File: config.mk
export PLATFORM = sky130hd
export DESIGN_NAME = ntp_rx_timestamp_capture
export DESIGN_NICKNAME = d
export VERILOG_FILES = /design/src/ntprx_pkg.sv /design/src/ntprx_cell.sv /design/src/ntprx_parse.sv /design/src/ntp_rx_timestamp_capture.sv
export SDC_FILE = /design/constraint.sdc
export NUM_CORES = 2
export LEC_CHECK = 0
export BUFFER_PORTS_ARGS = -buffer_cell sky130_fd_sc_hd__buf_4
export CAP_MARGIN = 20
export CORE_AREA = 8 8 627 382
export DETAILED_ROUTE_END_ITERATION = 10
export DIE_AREA = 0 0 635 390
export PLACE_DENSITY = 0.6
export SYNTH_ARGS = -nofsm -noshare
export SYNTH_HDL_FRONTEND = slang
export SYNTH_SLANG_ARGS = --single-unit
File: constraint.sdc
create_clock -name i_clk -period 12.51 [get_ports i_clk]
set_clock_uncertainty 0.1 [all_clocks]
set_input_delay 1.251 -clock i_clk [delete_from_list [all_inputs] [get_ports i_clk]]
set_output_delay 1.251 -clock i_clk [all_outputs]
set_load 0.01 [all_outputs]
File: src/ntprx_pkg.sv
`timescale 1ns / 1ps
`default_nettype none

package ntprx_pkg;

    localparam int RING_DEPTH_DEF = 8;

    localparam logic CMD_BYTE    = 1'b0;
    localparam logic CMD_LOOKUP  = 1'b1;
    localparam logic KIND_FRAME  = 1'b0;
    localparam logic KIND_LOOKUP = 1'b1;

    localparam logic [15:0] LISTEN_PORT_RST = 16'd123;
    localparam logic [15:0] ETYPE_IP4       = 16'h0800;
    localparam logic [7:0]  PROTO_UDP       = 8'd17;
    localparam logic [3:0]  HDR_LEN_MASK    = 4'hF;
    localparam int          ETH_HDR         = 14;
    localparam int          MIN_FRAME       = 34;
    localparam int          UDP_HDR         = 8;
    localparam int          NTP_LEN         = 48;
    localparam int          KEY_POS         = 40;
    localparam int          KEY_BYTES       = 8;
    localparam int          MIN_HDR_WORDS   = 5;
    localparam int          CNT_W           = 11;
    localparam logic [CNT_W-1:0] COUNT_MAX  = '1;

    typedef struct packed {
        logic        command;
        logic [7:0]  data_byte;
        logic        frame_start;
        logic        frame_end;
        logic [62:0] arrival_time;
        logic [63:0] lookup_key;
    } t_in_item;

    typedef struct packed {
        logic        kind;
        logic        recorded;
        logic        found;
        logic [62:0] found_time;
    } t_out_item;

    typedef struct packed {
        logic [63:0] key;
        logic [62:0] tstamp;
    } t_slot;

    typedef struct packed {
        logic        active;
        logic [63:0] key;
        logic        found;
        logic [62:0] tstamp;
    } t_token;

endpackage

`default_nettype wire

File: src/ntprx_cell.sv
`timescale 1ns / 1ps
`default_nettype none

module ntprx_cell
    import ntprx_pkg::*;
(
    input  wire logic   i_clk,
    input  wire logic   i_rst_n,
    input  wire logic   i_wr_en,
    input  wire t_slot  i_wr_slot,
    input  wire t_token i_tok,
    output t_token      o_tok
);

    t_slot  r_slot;
    t_token r_tok;
    t_token n_tok;
    logic   w_match;

    always_ff @(posedge i_clk) begin
        if (!i_rst_n) begin
            r_slot <= '0;
        end else if (i_wr_en) begin
            r_slot <= i_wr_slot;
        end
    end

    assign w_match = (r_slot.key == i_tok.key);

    always_comb begin
        n_tok = i_tok;
        if (!i_tok.found && w_match) begin
            n_tok.found  = 1'b1;
            n_tok.tstamp = r_slot.tstamp;
        end
    end

    always_ff @(posedge i_clk) begin
        if (!i_rst_n) begin
            r_tok.active <= 1'b0;
        end else begin
            r_tok.active <= i_tok.active;
        end
        r_tok.key    <= n_tok.key;
        r_tok.found  <= n_tok.found;
        r_tok.tstamp <= n_tok.tstamp;
    end

    assign o_tok = r_tok;

endmodule

`default_nettype wire

File: src/ntprx_parse.sv
`timescale 1ns / 1ps
`default_nettype none

module ntprx_parse
    import ntprx_pkg::*;
(
    input  wire logic        i_clk,
    input  wire logic        i_rst_n,
    input  wire logic        i_en,
    input  wire logic [7:0]  i_byte,
    input  wire logic        i_start,
    input  wire logic [62:0] i_arrival,
    input  wire logic [15:0] i_listen_port,
    output logic             o_ok,
    output t_slot            o_slot
);

    logic [CNT_W-1:0] r_count, n_count, w_pos;
    logic [62:0]      r_ftime, n_ftime;
    logic [15:0]      r_etype, n_etype, w_etype0;
    logic [3:0]       r_hwords, n_hwords, w_hwords0;
    logic             r_udp, n_udp, w_udp0;
    logic [15:0]      r_dport, n_dport, w_dport0;
    logic [63:0]      r_key, n_key, w_key0;
    logic [CNT_W-1:0] w_udp_off, w_key_off, w_uo_end;

    always_comb begin
        w_pos     = i_start ? '0 : r_count;
        w_etype0  = i_start ? '0 : r_etype;
        w_hwords0 = i_start ? '0 : r_hwords;
        w_udp0    = i_start ? 1'b0 : r_udp;
        w_dport0  = i_start ? '0 : r_dport;
        w_key0    = i_start ? '0 : r_key;
        n_ftime   = i_start ? i_arrival : r_ftime;

        w_udp_off = CNT_W'(ETH_HDR) + {{(CNT_W-6){1'b0}}, w_hwords0, 2'b00};
        w_key_off = w_udp_off + CNT_W'(UDP_HDR + KEY_POS);

        n_etype  = (w_pos == CNT_W'(12) || w_pos == CNT_W'(13))
                 ? {w_etype0[7:0], i_byte} : w_etype0;
        n_hwords = (w_pos == CNT_W'(ETH_HDR)) ? (i_byte[3:0] & HDR_LEN_MASK) : w_hwords0;
        n_udp    = (w_pos == CNT_W'(ETH_HDR + 9)) ? (i_byte == PROTO_UDP) : w_udp0;
        n_dport  = (w_pos == w_udp_off + CNT_W'(2) || w_pos == w_udp_off + CNT_W'(3))
                 ? {w_dport0[7:0], i_byte} : w_dport0;
        n_key    = (w_pos >= w_key_off && w_pos < w_key_off + CNT_W'(KEY_BYTES))
                 ? {w_key0[55:0], i_byte} : w_key0;
        n_count  = (w_pos != COUNT_MAX) ? w_pos + CNT_W'(1) : w_pos;

        w_uo_end = CNT_W'(ETH_HDR) + {{(CNT_W-6){1'b0}}, n_hwords, 2'b00};
        o_ok = (n_count >= CNT_W'(MIN_FRAME))
            && (n_etype == ETYPE_IP4)
            && (n_hwords >= 4'(MIN_HDR_WORDS))
            && (n_count >= w_uo_end + CNT_W'(UDP_HDR))
            && n_udp
            && (n_dport == i_listen_port)
            && (n_count >= w_uo_end + CNT_W'(UDP_HDR + NTP_LEN));
        o_slot.key    = n_key;
        o_slot.tstamp = n_ftime;
    end

    always_ff @(posedge i_clk) begin
        if (!i_rst_n) begin
            r_count  <= '0;
            r_ftime  <= '0;
            r_etype  <= '0;
            r_hwords <= '0;
            r_udp    <= 1'b0;
            r_dport  <= '0;
            r_key    <= '0;
        end else if (i_en) begin
            r_count  <= n_count;
            r_ftime  <= n_ftime;
            r_etype  <= n_etype;
            r_hwords <= n_hwords;
            r_udp    <= n_udp;
            r_dport  <= n_dport;
            r_key    <= n_key;
        end
    end

endmodule

`default_nettype wire

File: src/ntp_rx_timestamp_capture.sv
`timescale 1ns / 1ps
`default_nettype none

// Frame bytes are taken one per cycle while the input is ready and parsed on
// the fly; a byte with frame_end set yields one frame report, and a qualifying
// NTP request is written into the next ring slot (oldest overwritten). A lookup
// walks a search token down the chain of RING_DEPTH slot cells, one cell per
// cycle; its answer is registered as the token leaves the last cell, and the
// input is held until then. Any input also waits while a result sits unread in
// the output register. The ring reads as all zero after reset, and listen_port
// resets to 123. The config port is always ready.

module ntp_rx_timestamp_capture
    import ntprx_pkg::*;
#(
    parameter int RING_DEPTH = RING_DEPTH_DEF
)(
    input  wire logic      i_clk,
    input  wire logic      i_rst_n,
    input  wire logic      i_in_valid,
    output logic           o_in_ready,
    input  wire t_in_item  i_in_data,
    output logic           o_out_valid,
    input  wire logic      i_out_ready,
    output t_out_item      o_out_data,
    input  wire logic      i_cfg_valid,
    output logic           o_cfg_ready,
    input  wire logic [15:0] i_cfg_data
);

    localparam int PW = (RING_DEPTH > 1) ? $clog2(RING_DEPTH) : 1;

    logic [15:0]   r_listen_port;
    logic [PW-1:0] r_wp, n_wp;
    logic          r_busy, n_busy;
    logic          r_out_valid, n_out_valid;
    t_out_item     r_out, n_out;
    logic          w_acc, w_byte, w_lookup, w_ok, w_store;
    t_slot         w_slot;
    t_token        w_tok [0:RING_DEPTH];

    assign o_cfg_ready = 1'b1;
    assign o_in_ready  = !r_busy && (!r_out_valid || i_out_ready);
    assign w_acc       = i_in_valid && o_in_ready;
    assign w_byte      = w_acc && (i_in_data.command == CMD_BYTE);
    assign w_lookup    = w_acc && (i_in_data.command == CMD_LOOKUP);
    assign w_store     = w_byte && i_in_data.frame_end && w_ok;

    always_ff @(posedge i_clk) begin
        if (!i_rst_n) begin
            r_listen_port <= LISTEN_PORT_RST;
        end else if (i_cfg_valid && o_cfg_ready) begin
            r_listen_port <= i_cfg_data;
        end
    end

    ntprx_parse u_parse (
        .i_clk         (i_clk),
        .i_rst_n       (i_rst_n),
        .i_en          (w_byte),
        .i_byte        (i_in_data.data_byte),
        .i_start       (i_in_data.frame_start),
        .i_arrival     (i_in_data.arrival_time),
        .i_listen_port (r_listen_port),
        .o_ok          (w_ok),
        .o_slot        (w_slot)
    );

    always_comb begin
        w_tok[0].active = w_lookup;
        w_tok[0].key    = i_in_data.lookup_key;
        w_tok[0].found  = 1'b0;
        w_tok[0].tstamp = '0;
    end

    for (genvar g = 0; g < RING_DEPTH; g++) begin : g_cell
        ntprx_cell u_cell (
            .i_clk     (i_clk),
            .i_rst_n   (i_rst_n),
            .i_wr_en   (w_store && (r_wp == PW'(g))),
            .i_wr_slot (w_slot),
            .i_tok     (w_tok[g]),
            .o_tok     (w_tok[g+1])
        );
    end

    always_comb begin
        n_wp = r_wp;
        if (w_store) begin
            n_wp = (r_wp == PW'(RING_DEPTH - 1)) ? '0 : r_wp + PW'(1);
        end

        n_busy = r_busy;
        if (w_lookup) begin
            n_busy = 1'b1;
        end else if (w_tok[RING_DEPTH].active) begin
            n_busy = 1'b0;
        end

        n_out_valid = r_out_valid && !i_out_ready;
        n_out       = r_out;
        if (w_tok[RING_DEPTH].active) begin
            n_out_valid         = 1'b1;
            n_out.kind          = KIND_LOOKUP;
            n_out.recorded      = 1'b0;
            n_out.found         = w_tok[RING_DEPTH].found;
            n_out.found_time    = w_tok[RING_DEPTH].found ? w_tok[RING_DEPTH].tstamp : '0;
        end else if (w_byte && i_in_data.frame_end) begin
            n_out_valid         = 1'b1;
            n_out.kind          = KIND_FRAME;
            n_out.recorded      = w_ok;
            n_out.found         = 1'b0;
            n_out.found_time    = '0;
        end
    end

    always_ff @(posedge i_clk) begin
        if (!i_rst_n) begin
            r_wp        <= '0;
            r_busy      <= 1'b0;
            r_out_valid <= 1'b0;
        end else begin
            r_wp        <= n_wp;
            r_busy      <= n_busy;
            r_out_valid <= n_out_valid;
        end
        r_out <= n_out;
    end

    assign o_out_valid = r_out_valid;
    assign o_out_data  = r_out;

endmodule

`default_nettype wire

==> metrics.cfg <==
[synthesis]
synthFlopType = dfxtp_1
netlist_area_um2 = 80200
ys_top_cells_by_area = dfxtp_1, mux2i_1, mux2_2
ys_seq_area_share_pct = 56.9
synth_top_area_share_pct = 54.5
yosys_warnings = 0
synth_cell_types = 78
syn_area_per_cell_um2 = 11.2
synth-edff-count = 64
yosysTopAreaCell = dfxtp_1
netlist_top_cells_count = dfxtp_1, nand2_1, mux2i_1
syn_inst = 7186
synth_seq_cells = 2246
synth_most_common_cell = dfxtp_1
synth_async_sr_flop_share_pct = 0

[clock_network]
cts_hold_buf = 0
ctsResizeCount = 0
cts_setup_buffers = 0
clk_latency_ns = 0.87
clockRootBuffer = clkbuf_16
cts_buffers = 202
cts_sinks = 2246
path_clk_slew_ns = 0.07
cts-htree-levels = 4
cts_tree = done
ctsLongestPathBuffers = 4

[floorplanning]
die_area_um2 = 248000
rows = 137
dieWidth_um = 635
start_util_pct = 34.8
coreArea_um2 = 231000
ioPinCount = 228
fp.dieH_um = 390

[sta]
setup_ws_ns = 5.08
rsz0062_at_grt = false
tightest_slew_ns = 1.16
maxSlewViolCount = 0
tns_ns = 0
hold_violations = 0
slew-limit-headroom_pct = 22.2
setup_viol = 0
fmaxAchievable_mhz = 135
finalWorstPathRequiredPeriod_ns = 7.43
min_period_over_period_pct = 59.4

[hold_path]
hold_path_class = register to register

[outcome]
outcome = completed

[grt]
grt-ovfl-total = 0
top_usage_layer = met1
first_global_vias = 50848
grt_use_total_pct = 18.6
use_met1_pct = 29.3
grt_max_degree = 196
antenna_found_initial = 24
grtUsageMet2_pct = 25.5
grt_pass1_wl_mm = 349
met3_usage_pct = 3.91

[setup_path]
crit_chain = buf_4 > inv_1 > nand2_1 > ha_1 > xnor2_1 > ha_1 > nand4bb_1 > a21oi_1 > o2111ai_1 > nor2_1 > a21oi_1 > a2111o_1 > a2111oi_4 > and3_4 > buf_4 > mux2i_1
cp_max_fo = 64
crit_arrival_ns = 8.01
cp-start-kind = input port
critPathKind = input port to register
r2r_slack_ns = 5.81
worstPathRequired_ns = 13.09
endpoint_kind = register
max_stage_delay_ns = 0.92
cp_slowest_cell = and3_4

[pwr]
p_leak_nw = 40.5
pwr_density_cell_nw_per_um2 = 154
internal_power_mw = 10.9
ir_worst_vdd_mv = 0.139
p_switching_mw = 3.13
p_clk_share_pct = 44.2
p_seq_share_pct = 52.6
p_sw_share_pct = 22.3
p_comb_share_pct = 3.1

[layout]
nNetsFinal = 7477
stdcell_count = 10494
drive_above_1_share_pct = 15.9
final_core_util_pct = 39.5
fin_area_um2 = 91000
fillCellCount = 21955
syn_to_final_growth_pct = 13.5

[drt]
vias = 52776
ant_nets = 0
vias_per_cell = 5.03
drc = 0
wl_mm = 242
wl_per_cell_um = 23.1
dr.pass1.iters = 6
drt_iter0_markers = 5291

[placed_design]
place_ws_ns = 4.27
dp_hpwl_mm = 169
gp_congestion = 0.918
placed_area_um2 = 84400
io_buffers = 226
place_inst = 10127

[job]
maxCapViolCount = 0

## critical path, delay by kind of cell
kind / cells / cell delay, ns
multiplexers: 1 / 0.28
buffers and inverters: 3 / 2.13
AND/OR/NAND/NOR: 4 / 1.86
AO/OA/AOI/OAI: 5 / 1.72
XOR/XNOR: 1 / 0.20
adder cells (fa/ha/maj): 2 / 0.44
## power by group through the flow
stage          Clock (mW)  Combinational, mW  Sequential, mW
4_1_cts              6.32              0.441            7.38
5_1_grt              6.60              0.471            7.39
3_3_place_gp            0              0.436            7.55
2_1_floorplan           0              0.248            7.49
6_report             6.21              0.441            7.39
3_5_place_dp            0              0.438            7.55
## state kept, by name (all words and copies together), names as in the netlist
register              cells
g_cell.u_cell.o_tok     968
g_cell.u_cell.r_slot   1016
o_out_data               66
o_out_valid               1
r_busy                    1
r_listen_port            16
r_wp                      3
u_parse.r_count          11
u_parse.r_dport          16
u_parse.r_etype          16
u_parse.r_ftime          63
u_parse.r_hwords          4
u_parse.r_key            64
u_parse.r_udp             1
## final timing paths
| path | startpoint | end | cells past startpoint |
|---|---|---|---|
| min | g_cell[3].u_cell.o_tok[66] | g_cell[4].u_cell.o_tok[66] | 0 |
| min reg2reg | g_cell[3].u_cell.o_tok[66] | g_cell[4].u_cell.o_tok[66] | 0 |
| max reg2reg | u_parse.r_count[1] | g_cell[6].u_cell.r_slot[80] | 20 |
| max | i_in_data[128] | g_cell[6].u_cell.r_slot[80] | 16 |
## layout make-up
| type | instances | area, um^2 | share of cell area [%] |
|---|---|---|---|
| diodes | 11 | 27.5 | 0.0302 |
| clock buffers | 291 | 5920 | 6.50 |
| clock inverters | 62 | 597 | 0.656 |
| inverters | 163 | 617 | 0.678 |
| multi-input cells | 4383 | 32200 | 35.3 |
| flip-flops and latches | 2246 | 45600 | 50.1 |
| well taps | 3058 | 3830 | 4.20 |
| repair buffers | 280 | 2290 | 2.51 |
## kinds of logic (layout without fill, tap and decap cells)
| logic type | Yosys count | count (layout) | synth area share (%) |
|---|---|---|---|
| xor+xnor | 412 | 412 | 4.50 |
| compound gates | 402 | 402 | 3.53 |
| flops | 2246 | 2246 | 56.9 |
| buf+inv | 558 | 796 | 3.12 |
| simple gates | 1912 | 1912 | 10.3 |
| fa+ha+maj | 42 | 42 | 0.655 |
| other cells | 1 | 13 | 0.00468 |
| mux | 1613 | 1613 | 21.0 |
## cells in the final DEF, fill, tap and decap left out, types with 78 or more instances in the layout
cell and instances:
buf_4 264, inv_1 162, nand2_1 1328, dfxtp_1 2180, mux2_2 570, a21oi_1 91, nor2_1 160, a22oi_1 100
clkbuf_16 204, xor2_1 242, mux2i_1 1042, xnor2_1 170, and2_1 78
## routing by layer
layer | vias up | wire [um]
met1 | 26086 | 123000
met3 | 304 | 19600
met2 | 1849 | 94900
met5 | - | 13
met4 | 2 | 4530
li1 | 24535 | -
## stage by stage
step | hold WS, ns | power (mW)
after floorplan | 0.231 | 7.74
after global placement | 0.240 | 7.98
after detailed placement | 0.240 | 7.99
after CTS | 0.211 | 14.1
after global routing | 0.219 | 14.5
final | 0.227 | 14.0
No activity file was read; power rests on OpenSTA's default activity.
